--- config.mk ---
export PLATFORM = sky130hd
export DESIGN_NAME = link_frame_deframer_seq_tracker
export DESIGN_NICKNAME = d
export VERILOG_FILES = /design/src/hdl/lfd_pkg.sv /design/src/hdl/lfd_front.sv /design/src/hdl/lfd_queue.sv /design/src/hdl/lfd_back.sv /design/src/hdl/link_frame_deframer_seq_tracker.sv
export SDC_FILE = /design/constraint.sdc
export NUM_CORES = 1
export LEC_CHECK = 0
export ABC_CLOCK_PERIOD_IN_PS = 9100
export BUFFER_PORTS_ARGS = -buffer_cell sky130_fd_sc_hd__buf_2
export CORE_MARGIN = 2
export CORE_UTILIZATION = 63
export DETAILED_ROUTE_END_ITERATION = 7
export HOLD_SLACK_MARGIN = 0.02
export PLACE_DENSITY = 0.85
export RECOVER_POWER = 100
export SETUP_SLACK_MARGIN = 0.02
export SLEW_MARGIN = 20
export SYNTH_ARGS = -nofsm -noshare
export SYNTH_HDL_FRONTEND = slang
export SYNTH_HIERARCHICAL = 1
export SYNTH_SLANG_ARGS = --single-unit
export TNS_END_PERCENT = 100
--- constraint.sdc ---
create_clock -name clk -period 9.1 [get_ports clk]
set_input_delay 0.455 -clock clk [delete_from_list [all_inputs] [get_ports clk]]
set_output_delay 0.455 -clock clk [all_outputs]
set_load 0.03 [all_outputs]
--- src/hdl/lfd_pkg.sv ---
// ----------------------------------------------------------------------------
// lfd_pkg: shared types and constants of the link frame deframer
// Holds the request and result payloads, the queue entry, config and CRC step.
// ----------------------------------------------------------------------------
`default_nettype none

package lfd_pkg;

	localparam int HEADER_BYTES     = 9;
	localparam int SEQ_WINDOW_DEPTH = 8;
	localparam int SEQ_IDX_W        = (SEQ_WINDOW_DEPTH > 1) ? $clog2(SEQ_WINDOW_DEPTH) : 1;
	localparam int SEQ_CNT_W        = $clog2(SEQ_WINDOW_DEPTH + 1);
	localparam int RESCAN_BYTES     = HEADER_BYTES - 2;
	localparam logic [16:0] TRAILER_BYTES = 17'd4;
	localparam logic [15:0] BACKWARD_LIMIT = 16'h8000;
	localparam logic [7:0]  GAP_MAX = 8'd255;
	localparam logic [31:0] CRC_POLY = 32'hEDB88320;
	localparam logic [31:0] CRC_ONES = 32'hFFFFFFFF;

	// request function codes
	localparam logic [1:0] FUNC_DATA    = 2'd0;
	localparam logic [1:0] FUNC_SESSION = 2'd1;
	localparam logic [1:0] FUNC_RESYNC  = 2'd2;

	// result kinds
	localparam logic [1:0] KIND_PAYLOAD = 2'd0;
	localparam logic [1:0] KIND_FRAME   = 2'd1;
	localparam logic [1:0] KIND_ERROR   = 2'd2;

	// error codes
	localparam logic [1:0] ERR_VERSION = 2'd0;
	localparam logic [1:0] ERR_LENGTH  = 2'd1;
	localparam logic [1:0] ERR_CRC     = 2'd2;

	// config register indexes
	localparam logic [2:0] REG_MAGIC_FIRST  = 3'd0;
	localparam logic [2:0] REG_MAGIC_SECOND = 3'd1;
	localparam logic [2:0] REG_VERSION      = 3'd2;
	localparam logic [2:0] REG_MAX_LEN      = 3'd3;
	localparam logic [2:0] REG_DATA_TYPE    = 3'd4;
	localparam logic [2:0] REG_JUMP_LIMIT   = 3'd5;

	typedef enum logic [1:0] {
		OP_PAYLOAD,
		OP_ERROR,
		OP_FRAME,
		OP_SESSION
	} op_t;

	typedef struct packed {
		logic [1:0] func;
		logic [7:0] link_byte;
	} in_item_t;

	typedef struct packed {
		logic [1:0]  kind;
		logic [7:0]  payload_byte;
		logic [1:0]  error_code;
		logic [7:0]  frame_version;
		logic [7:0]  frame_type;
		logic [7:0]  frame_flags;
		logic [15:0] frame_seq;
		logic [15:0] frame_len;
		logic        dup_flag;
		logic [7:0]  seq_gap;
	} out_item_t;

	typedef struct packed {
		op_t         op;
		logic [7:0]  data;
		logic [1:0]  err;
		logic [7:0]  version;
		logic [7:0]  ftype;
		logic [7:0]  flags;
		logic [15:0] seq;
		logic [15:0] len;
	} q_item_t;

	typedef struct packed {
		logic [7:0]  magic_first;
		logic [7:0]  magic_second;
		logic [7:0]  protocol_version;
		logic [15:0] max_payload_len;
		logic [7:0]  data_chunk_type;
		logic [14:0] wild_jump_limit;
	} cfg_t;

	// one byte of the reflected crc-32
	function automatic logic [31:0] crc_byte(input logic [31:0] c, input logic [7:0] b);
		logic [31:0] r;
		r = c ^ {24'd0, b};
		for (int k = 0; k < 8; k++) begin
			r = (r >> 1) ^ (r[0] ? CRC_POLY : 32'd0);
		end
		return r;
	endfunction

endpackage

`default_nettype wire

--- src/hdl/lfd_front.sv ---
// ----------------------------------------------------------------------------
// lfd_front: byte parser of the link frame deframer
// Hunts for magic, collects and checks the header, passes payload, checks crc.
// ----------------------------------------------------------------------------
`default_nettype none

module lfd_front (
	input  wire                 clk,
	input  wire                 arst_n,
	input  wire                 in_valid,
	output logic                in_ready,
	input  lfd_pkg::in_item_t   in_data,
	input  lfd_pkg::cfg_t       cfg,
	input  wire                 q_full,
	output logic                q_push,
	output lfd_pkg::q_item_t    q_item
);

	typedef enum logic [1:0] {
		PH_HUNT,
		PH_HEADER,
		PH_PAYLOAD,
		PH_TRAILER
	} phase_t;

	phase_t      phase_q, phase_d;
	logic        saw_q, saw_d;
	logic [16:0] cnt_q, cnt_d;
	logic [31:0] crc_q, crc_d;
	logic [31:0] trl_q, trl_d;
	logic [31:0] magic_crc_q;
	logic [7:0]  hdr_q [lfd_pkg::HEADER_BYTES];
	logic [7:0]  rs_buf_q [lfd_pkg::RESCAN_BYTES];
	logic [2:0]  rs_left_q;
	logic [2:0]  rs_idx_q;
	logic        busy;
	logic        acc;
	logic        go;
	logic [7:0]  b;
	logic        hdr_we;
	logic        rs_start;
	logic [15:0] len_cur;
	logic [15:0] len_new;
	logic [16:0] pay_end;
	logic [1:0]  pos;

	assign busy     = (rs_left_q != 3'd0);
	assign in_ready = !busy && !q_full;
	assign acc      = in_valid && in_ready;
	assign go       = busy || (acc && (in_data.func == lfd_pkg::FUNC_DATA));
	assign b        = busy ? rs_buf_q[rs_idx_q] : in_data.link_byte;
	assign len_cur  = {hdr_q[8], hdr_q[7]};
	assign len_new  = {b, hdr_q[7]};
	assign pay_end  = {1'b0, len_cur} + 17'(lfd_pkg::HEADER_BYTES);
	assign pos      = 2'(cnt_q - pay_end);

	// parser next state
	always_comb begin
		phase_d  = phase_q;
		saw_d    = saw_q;
		cnt_d    = cnt_q;
		crc_d    = crc_q;
		trl_d    = trl_q;
		hdr_we   = 1'b0;
		rs_start = 1'b0;
		q_push   = 1'b0;
		q_item   = '0;
		if (acc && (in_data.func == lfd_pkg::FUNC_SESSION)) begin
			q_push      = 1'b1;
			q_item.op   = lfd_pkg::OP_SESSION;
		end
		if (acc && (in_data.func == lfd_pkg::FUNC_RESYNC)) begin
			phase_d = PH_HUNT;
			saw_d   = 1'b0;
			cnt_d   = '0;
		end
		if (go) begin
			case (phase_q)
				PH_HUNT: begin
					if (b == cfg.magic_first) begin
						saw_d = 1'b1;
					end else if (saw_q && (b == cfg.magic_second)) begin
						crc_d   = magic_crc_q;
						cnt_d   = 17'd2;
						saw_d   = 1'b0;
						phase_d = PH_HEADER;
					end else begin
						saw_d = 1'b0;
					end
				end
				PH_HEADER: begin
					if (cnt_q >= 17'(lfd_pkg::HEADER_BYTES)) begin
						phase_d = PH_HUNT;
						saw_d   = 1'b0;
						cnt_d   = '0;
					end else begin
						hdr_we = 1'b1;
						cnt_d  = cnt_q + 17'd1;
						crc_d  = lfd_pkg::crc_byte(crc_q, b);
						if (cnt_q == 17'(lfd_pkg::HEADER_BYTES - 1)) begin
							if ((hdr_q[2] != cfg.protocol_version) ||
							    (len_new > cfg.max_payload_len)) begin
								q_push      = 1'b1;
								q_item.op   = lfd_pkg::OP_ERROR;
								q_item.err  = (hdr_q[2] != cfg.protocol_version) ?
								              lfd_pkg::ERR_VERSION : lfd_pkg::ERR_LENGTH;
								rs_start    = 1'b1;
								phase_d     = PH_HUNT;
								saw_d       = 1'b0;
								cnt_d       = '0;
							end else begin
								trl_d   = '0;
								phase_d = (len_new != 16'd0) ? PH_PAYLOAD : PH_TRAILER;
							end
						end
					end
				end
				PH_PAYLOAD: begin
					crc_d       = lfd_pkg::crc_byte(crc_q, b);
					cnt_d       = cnt_q + 17'd1;
					if ((cnt_q + 17'd1) >= pay_end) begin
						phase_d = PH_TRAILER;
					end
					q_push      = 1'b1;
					q_item.op   = lfd_pkg::OP_PAYLOAD;
					q_item.data = b;
				end
				default: begin
					trl_d = trl_q | ({24'd0, b} << {pos, 3'd0});
					cnt_d = cnt_q + 17'd1;
					if ((cnt_q + 17'd1) >= (pay_end + lfd_pkg::TRAILER_BYTES)) begin
						q_push = 1'b1;
						if ((crc_q ^ lfd_pkg::CRC_ONES) != trl_d) begin
							q_item.op  = lfd_pkg::OP_ERROR;
							q_item.err = lfd_pkg::ERR_CRC;
						end else begin
							q_item.op      = lfd_pkg::OP_FRAME;
							q_item.version = hdr_q[2];
							q_item.ftype   = hdr_q[3];
							q_item.flags   = hdr_q[4];
							q_item.seq     = {hdr_q[6], hdr_q[5]};
							q_item.len     = len_cur;
						end
						phase_d = PH_HUNT;
						saw_d   = 1'b0;
						cnt_d   = '0;
					end
				end
			endcase
		end
	end

	// control state
	always_ff @(posedge clk or negedge arst_n) begin
		if (!arst_n) begin
			phase_q     <= PH_HUNT;
			saw_q       <= 1'b0;
			cnt_q       <= '0;
			crc_q       <= lfd_pkg::CRC_ONES;
			trl_q       <= '0;
			rs_left_q   <= '0;
			rs_idx_q    <= '0;
			magic_crc_q <= '0;
		end else begin
			phase_q     <= phase_d;
			saw_q       <= saw_d;
			cnt_q       <= cnt_d;
			crc_q       <= crc_d;
			trl_q       <= trl_d;
			magic_crc_q <= lfd_pkg::crc_byte(lfd_pkg::crc_byte(lfd_pkg::CRC_ONES,
			               cfg.magic_first), cfg.magic_second);
			if (rs_start) begin
				rs_left_q <= 3'(lfd_pkg::RESCAN_BYTES);
				rs_idx_q  <= '0;
			end else if (busy) begin
				rs_left_q <= rs_left_q - 3'd1;
				rs_idx_q  <= rs_idx_q + 3'd1;
			end
		end
	end

	// header bytes and rescan copy
	always_ff @(posedge clk) begin
		if (hdr_we) begin
			hdr_q[cnt_q[3:0]] <= b;
		end
		if (rs_start) begin
			for (int i = 0; i < lfd_pkg::RESCAN_BYTES - 1; i++) begin
				rs_buf_q[i] <= hdr_q[i + 2];
			end
			rs_buf_q[lfd_pkg::RESCAN_BYTES - 1] <= b;
		end
	end

endmodule

`default_nettype wire

--- src/hdl/lfd_queue.sv ---
// ----------------------------------------------------------------------------
// lfd_queue: short queue between parser and sequence tracker
// Four entries, one push and one pop per cycle.
// ----------------------------------------------------------------------------
`default_nettype none

module lfd_queue (
	input  wire                 clk,
	input  wire                 arst_n,
	input  wire                 push,
	input  lfd_pkg::q_item_t    push_item,
	output logic                full,
	input  wire                 pop,
	output logic                head_valid,
	output lfd_pkg::q_item_t    head_item
);

	lfd_pkg::q_item_t mem_q [4];
	logic [1:0] wr_q, rd_q;
	logic [2:0] cnt_q;

	assign full       = (cnt_q == 3'd4);
	assign head_valid = (cnt_q != 3'd0);
	assign head_item  = mem_q[rd_q];

	// pointers and fill level
	always_ff @(posedge clk or negedge arst_n) begin
		if (!arst_n) begin
			wr_q  <= '0;
			rd_q  <= '0;
			cnt_q <= '0;
		end else begin
			if (push) begin
				wr_q <= wr_q + 2'd1;
			end
			if (pop) begin
				rd_q <= rd_q + 2'd1;
			end
			cnt_q <= cnt_q + {2'd0, push} - {2'd0, pop};
		end
	end

	// entry storage
	always_ff @(posedge clk) begin
		if (push) begin
			mem_q[wr_q] <= push_item;
		end
	end

endmodule

`default_nettype wire

--- src/hdl/lfd_back.sv ---
// ----------------------------------------------------------------------------
// lfd_back: sequence tracker and result register
// Flags duplicates from a window of recent sequence numbers and gaps from the previous one.
// ----------------------------------------------------------------------------
`default_nettype none

module lfd_back (
	input  wire                 clk,
	input  wire                 arst_n,
	input  lfd_pkg::cfg_t       cfg,
	input  wire                 head_valid,
	input  lfd_pkg::q_item_t    head_item,
	output logic                pop,
	output logic                out_valid,
	input  wire                 out_ready,
	output lfd_pkg::out_item_t  out_data
);

	logic [15:0] recent_q [lfd_pkg::SEQ_WINDOW_DEPTH];
	logic [lfd_pkg::SEQ_CNT_W-1:0] rcnt_q;
	logic [lfd_pkg::SEQ_IDX_W-1:0] rnext_q;
	logic        have_prev_q;
	logic [15:0] prev_q;
	logic        out_valid_q;
	lfd_pkg::out_item_t out_q;

	logic        seen;
	logic        dup;
	logic [15:0] diff;
	logic        record;
	logic        wild;
	logic [7:0]  gap;
	logic [lfd_pkg::SEQ_IDX_W-1:0] wr_idx;
	lfd_pkg::out_item_t out_d;

	assign pop       = head_valid && (!out_valid_q || out_ready);
	assign out_valid = out_valid_q;
	assign out_data  = out_q;
	assign diff      = head_item.seq - prev_q;

	// window lookup and gap
	always_comb begin
		seen = 1'b0;
		for (int i = 0; i < lfd_pkg::SEQ_WINDOW_DEPTH; i++) begin
			if ((lfd_pkg::SEQ_CNT_W'(i) < rcnt_q) && (recent_q[i] == head_item.seq)) begin
				seen = 1'b1;
			end
		end
		dup    = seen && (head_item.ftype != cfg.data_chunk_type);
		record = !dup;
		wild   = 1'b0;
		gap    = '0;
		if (!dup && have_prev_q) begin
			if ((diff == 16'd0) || (diff > lfd_pkg::BACKWARD_LIMIT)) begin
				record = 1'b0;
			end else if (diff > {1'b0, cfg.wild_jump_limit}) begin
				wild = 1'b1;
			end else if (diff > 16'd1) begin
				gap = ((diff - 16'd1) > 16'(lfd_pkg::GAP_MAX)) ? lfd_pkg::GAP_MAX :
				      8'(diff - 16'd1);
			end
		end
		wr_idx = wild ? '0 : rnext_q;
	end

	// result payload for the head entry
	always_comb begin
		out_d = '0;
		case (head_item.op)
			lfd_pkg::OP_PAYLOAD: begin
				out_d.kind         = lfd_pkg::KIND_PAYLOAD;
				out_d.payload_byte = head_item.data;
			end
			lfd_pkg::OP_ERROR: begin
				out_d.kind       = lfd_pkg::KIND_ERROR;
				out_d.error_code = head_item.err;
			end
			lfd_pkg::OP_FRAME: begin
				out_d.kind          = lfd_pkg::KIND_FRAME;
				out_d.frame_version = head_item.version;
				out_d.frame_type    = head_item.ftype;
				out_d.frame_flags   = head_item.flags;
				out_d.frame_seq     = head_item.seq;
				out_d.frame_len     = head_item.len;
				out_d.dup_flag      = dup;
				out_d.seq_gap       = gap;
			end
			default: begin
			end
		endcase
	end

	// tracking state and result register
	always_ff @(posedge clk or negedge arst_n) begin
		if (!arst_n) begin
			rcnt_q      <= '0;
			rnext_q     <= '0;
			have_prev_q <= 1'b0;
			prev_q      <= '0;
			out_valid_q <= 1'b0;
		end else if (pop) begin
			out_valid_q <= (head_item.op != lfd_pkg::OP_SESSION);
			case (head_item.op)
				lfd_pkg::OP_SESSION: begin
					rcnt_q      <= '0;
					rnext_q     <= '0;
					have_prev_q <= 1'b0;
					prev_q      <= '0;
				end
				lfd_pkg::OP_FRAME: begin
					if (record) begin
						have_prev_q <= 1'b1;
						prev_q      <= head_item.seq;
						rnext_q     <= (wr_idx == lfd_pkg::SEQ_IDX_W'(lfd_pkg::SEQ_WINDOW_DEPTH - 1))
						               ? '0 : wr_idx + lfd_pkg::SEQ_IDX_W'(1);
						if (wild) begin
							rcnt_q <= lfd_pkg::SEQ_CNT_W'(1);
						end else if (rcnt_q < lfd_pkg::SEQ_CNT_W'(lfd_pkg::SEQ_WINDOW_DEPTH)) begin
							rcnt_q <= rcnt_q + lfd_pkg::SEQ_CNT_W'(1);
						end
					end
				end
				default: begin
				end
			endcase
		end else if (out_ready) begin
			out_valid_q <= 1'b0;
		end
	end

	// window entries and result payload
	always_ff @(posedge clk) begin
		if (pop) begin
			if ((head_item.op == lfd_pkg::OP_FRAME) && record) begin
				recent_q[wr_idx] <= head_item.seq;
			end
			out_q <= out_d;
		end
	end

endmodule

`default_nettype wire

--- src/hdl/link_frame_deframer_seq_tracker.sv ---
// ----------------------------------------------------------------------------
// link_frame_deframer_seq_tracker: link byte deframer with sequence tracking
// Parser front end, four-entry queue, sequence tracker with result register.
// ----------------------------------------------------------------------------
// Requests enter on in_valid/in_ready: a link byte, a new-session command or a
// resync command. Results leave on out_valid/out_ready: a tentative payload
// byte, a verified frame with duplicate and gap flags, or an error. One request
// is taken per cycle while in_ready is high. A result is held in a queue entry
// and then in the result register. A header rejected for version or length
// holds in_ready low while the parser rescans the seven bytes after the magic,
// one per cycle. When the receiver stalls, results collect in the queue and
// the result register; in_ready falls once the four queue entries are full.
// Configuration is written through cfg_we, cfg_index and cfg_wdata; the user
// must do so only while the block is idle, which the block does not enforce.
// Reset puts the parser in hunt, clears the queue, the result register and
// the sequence window, and loads the default register values.
`default_nettype none

module link_frame_deframer_seq_tracker (
	input  wire                 clk,
	input  wire                 arst_n,
	input  wire                 in_valid,
	output logic                in_ready,
	input  lfd_pkg::in_item_t   in_data,
	output logic                out_valid,
	input  wire                 out_ready,
	output lfd_pkg::out_item_t  out_data,
	input  wire                 cfg_we,
	input  wire  [2:0]          cfg_index,
	input  wire  [15:0]         cfg_wdata
);

	lfd_pkg::cfg_t    cfg_q;
	logic             q_full;
	logic             q_push;
	lfd_pkg::q_item_t q_item;
	logic             q_pop;
	logic             head_valid;
	lfd_pkg::q_item_t head_item;

	// configuration registers
	always_ff @(posedge clk or negedge arst_n) begin
		if (!arst_n) begin
			cfg_q.magic_first      <= 8'd66;
			cfg_q.magic_second     <= 8'd75;
			cfg_q.protocol_version <= 8'd1;
			cfg_q.max_payload_len  <= 16'd1024;
			cfg_q.data_chunk_type  <= 8'd0;
			cfg_q.wild_jump_limit  <= 15'd1024;
		end else if (cfg_we) begin
			case (cfg_index)
				lfd_pkg::REG_MAGIC_FIRST:  cfg_q.magic_first      <= cfg_wdata[7:0];
				lfd_pkg::REG_MAGIC_SECOND: cfg_q.magic_second     <= cfg_wdata[7:0];
				lfd_pkg::REG_VERSION:      cfg_q.protocol_version <= cfg_wdata[7:0];
				lfd_pkg::REG_MAX_LEN:      cfg_q.max_payload_len  <= cfg_wdata;
				lfd_pkg::REG_DATA_TYPE:    cfg_q.data_chunk_type  <= cfg_wdata[7:0];
				lfd_pkg::REG_JUMP_LIMIT:   cfg_q.wild_jump_limit  <= cfg_wdata[14:0];
				default: begin
				end
			endcase
		end
	end

	lfd_front u_front (
		.clk      (clk),
		.arst_n   (arst_n),
		.in_valid (in_valid),
		.in_ready (in_ready),
		.in_data  (in_data),
		.cfg      (cfg_q),
		.q_full   (q_full),
		.q_push   (q_push),
		.q_item   (q_item)
	);

	lfd_queue u_queue (
		.clk        (clk),
		.arst_n     (arst_n),
		.push       (q_push),
		.push_item  (q_item),
		.full       (q_full),
		.pop        (q_pop),
		.head_valid (head_valid),
		.head_item  (head_item)
	);

	lfd_back u_back (
		.clk        (clk),
		.arst_n     (arst_n),
		.cfg        (cfg_q),
		.head_valid (head_valid),
		.head_item  (head_item),
		.pop        (q_pop),
		.out_valid  (out_valid),
		.out_ready  (out_ready),
		.out_data   (out_data)
	);

endmodule

`default_nettype wire

==> flow_summary.toml <==
[cells_and_area]
nNetsFinal = 2960
syn2layout_area_growth_pct = 9.13
drive_gt1_share_pct = 14.9
diodes = 0

[cts]
post_cts_resized = 0
clock_path_buffers = 3
clock_sinks = 806
holdBufCountCts = 1
clk_latency_ns = 0.64
clkTransAtPathRegs_ns = 0.07
cts_tree = "done"
cts_root_buf = "clkbuf_16"
htree_levels = 3
cts_setup_buffers = 0
cts-buffers-inserted = 80

[timing]
worst_slew_pin_slew_ns = 4.85
max_slew_margin_pct = -223
setup_viol = 0
fin_crit_sh_pct = 90.2
drv_slew = 384
min_period_ns = 8.21
finalSetupTns_ns = 0
hold_violations = 0
max_freq_mhz = 122
skew_ns = 0.0172
rsz0062_at_grt = "no"

[yosys]
ys_seq_area_share_pct = 60.1
async_flop_share_pct = 26.9
syn_avg_cell_area_um2 = 14.2
yosysMostFrequentCell = "edfxtp_1"
synthFlopType = "edfxtp_1"
netlist_top_cells_count = "589 x edfxtp_1, 247 x xnor2_1, 176 x dfrtp_1"
yosysWarnings = 6
synth_top_area_share_pct = 45.9
ys_ff_latch = 806
syn_nets = 2858
yosys-top-cells-area = "edfxtp_1 46%, dfrtp_1 11%, xnor2_1 5.6%, mux4_2 4.3%, xor2_1 3.6%"
synth_top_cell_by_area = "edfxtp_1"
netlist_area_mm2 = 0.0385
synth_cell_type_count = 104
synth_edf_count = 589
syn_inst = 2717

[placement]
gp_congestion = 0.926
port_buffers = 112
dp_hpwl_um = 62600

[flow_run]
max-cap-violations = 11

[grt]
grt_pass1_vias = 24300
grt_usage_pct = 31.1
antenna_found_initial = 0
overflow = 0
grt_max_degree = 81
grt_pass1_wl_um = 147000

[floorplan]
fp.dieW_um = 251
ios = 113
coreArea_mm2 = 0.0604
die_height_um = 251
start_util_pct = 63.8
rows = 90
dieArea_mm2 = 0.0631

[route]
vias_per_cell = 6.52
wire_per_inst_um = 26.6
drt_iter0_markers = 2771
vias = 23900
ant_nets = 0
drt_wl_total_um = 97400
route.detailed.drc = 0
drt_first_pass_iters = 7

[worst_setup_path]
cp.arrival_ns = 8.38
critPathTopFamily = "buffers and inverters"
path_cells = "mux4_2 > nand3_1 > nand3_1 > ha_1 > nand2_1 > nor3_1 > o31ai_1 > o211ai_1 > a21oi_1 > nor2_4 > clkbuf_1"
cp-end-kind = "flop"
cp_max_fo = 59
max_stage_delay_ns = 2.38
startpoint_type = "flop"
cp_slowest_cell = "clkbuf_1"
worst-r2r-cell-count = 11
cpMostUsedCell = "nand3_1"
required_ns = 9.27
crit_buf_inv = 1
cp_num_cells = 11
critPathKind = "flop to flop"

[min_path]
whs_path_depth = 2
hold_path.class = "input pin to flop"

[status]
violations = "max-capacitance violations, max-slew violations"
run_status = "finished with violations"
-- placed cells by master (no fill, tap or decap), types with 12 or more instances in the layout --
| master | instances |
|---|---|
| a21o_1 | 18 |
| a21oi_1 | 106 |
| a22o_1 | 18 |
| a31oi_1 | 14 |
| and2_0 | 116 |
| and2_1 | 21 |
| and3_1 | 19 |
| buf_2 | 30 |
| buf_4 | 12 |
| clkbuf_1 | 111 |
| clkbuf_16 | 80 |
| dfrtp_1 | 174 |
| dfstp_2 | 40 |
| edfxtp_1 | 589 |
| ha_1 | 105 |
| inv_1 | 112 |
| mux2_1 | 29 |
| mux2_2 | 97 |
| mux4_2 | 74 |
| nand2_1 | 96 |
| nand2b_1 | 16 |
| nand3_1 | 66 |
| nand4_1 | 55 |
| nor2_1 | 87 |
| nor3_1 | 31 |
| nor4_1 | 38 |
| o21ai_0 | 63 |
| xnor2_1 | 247 |
| xor2_1 | 159 |
-- final cells by class --
type / instances / area [um2]
flip-flops and latches: 806 / 23200
fillers: 3849 / 18300
multi-input cells: 1681 / 14100
clock buffers: 108 / 2200
repair buffers: 136 / 601
clock inverters: 42 / 519
well taps: 782 / 978
inverters: 114 / 428
-- registers in the layout, summed over array words and instances (netlist names) --
signal and flops:
cfg_q 63, u_back/have_prev_q 1, u_back/out_data 77, u_back/out_valid 1, u_back/prev_q 16, u_back/rcnt_q 4, u_back/recent_q 128, u_back/rnext_q 3
u_front/cnt_q 17, u_front/crc_q 32, u_front/hdr_q 56, u_front/magic_crc_q 32, u_front/phase_q 2, u_front/rs_buf_q 56, u_front/rs_idx_q 3, u_front/rs_left_q 3
u_front/saw_q 1, u_front/trl_q 32, u_queue/cnt_q 3, u_queue/mem_q 272, u_queue/rd_q 2, u_queue/wr_q 2
-- cell families after synthesis --
family	after synthesis	synth area share, %
and+or+nand+nor	625	9.23
xor gates and xnor gates	423	10.3
buffers and inverters	230	2.89
DFF	806	60.1
adders and majority gates	107	3.51
muxes	209	8.36
AOI/OAI and AO/OA	317	5.53
-- final timing paths --
| check | from | to | slack (ns) |
|---|---|---|---|
| min reg2reg | u_front/hdr_q[3][7] | u_front/rs_buf_q[1][7] | 0.46 |
| max in group asynchronous | arst_n | u_queue/rd_q[1] | 4.30 |
| min | cfg_wdata[15] | cfg_q[38] | 0.07 |
| max reg2reg | u_front/rs_idx_q[0] | u_front/rs_buf_q[2][5] | 0.89 |
| max | u_front/rs_idx_q[0] | u_front/rs_buf_q[2][5] | 0.89 |
| min in group asynchronous | arst_n | u_back/prev_q[7] | 1.95 |
-- metrics by stage --
step                      utilization, %  setup slack, ns  std cells  area, um2  hold slack (ns)
after detailed placement            65.6             2.09       3518      39600            0.428
after floorplan                        -             2.78       2717      38500            0.159
after global routing                69.6            0.844       3669      42000           0.0610
final                               69.6            0.889       3669      42000           0.0712
after CTS                           70.1             1.97       3669      42300           0.0550
after global placement              65.6             2.25       3518      39600            0.429
-- layer usage --
metal | wire, um | share of wire, % | GRT usage, %
met5 | 0 | 0 | 0
met4 | 5550 | 5.7 | 15.5
met3 | 8080 | 8.3 | 5.95
met2 | 47000 | 48 | 50.6
met1 | 36800 | 38 | 40.3
Power is left out: the tool's default activity adds up to more than one toggle a clock period on the data nets, which glitch-free logic cannot reach.
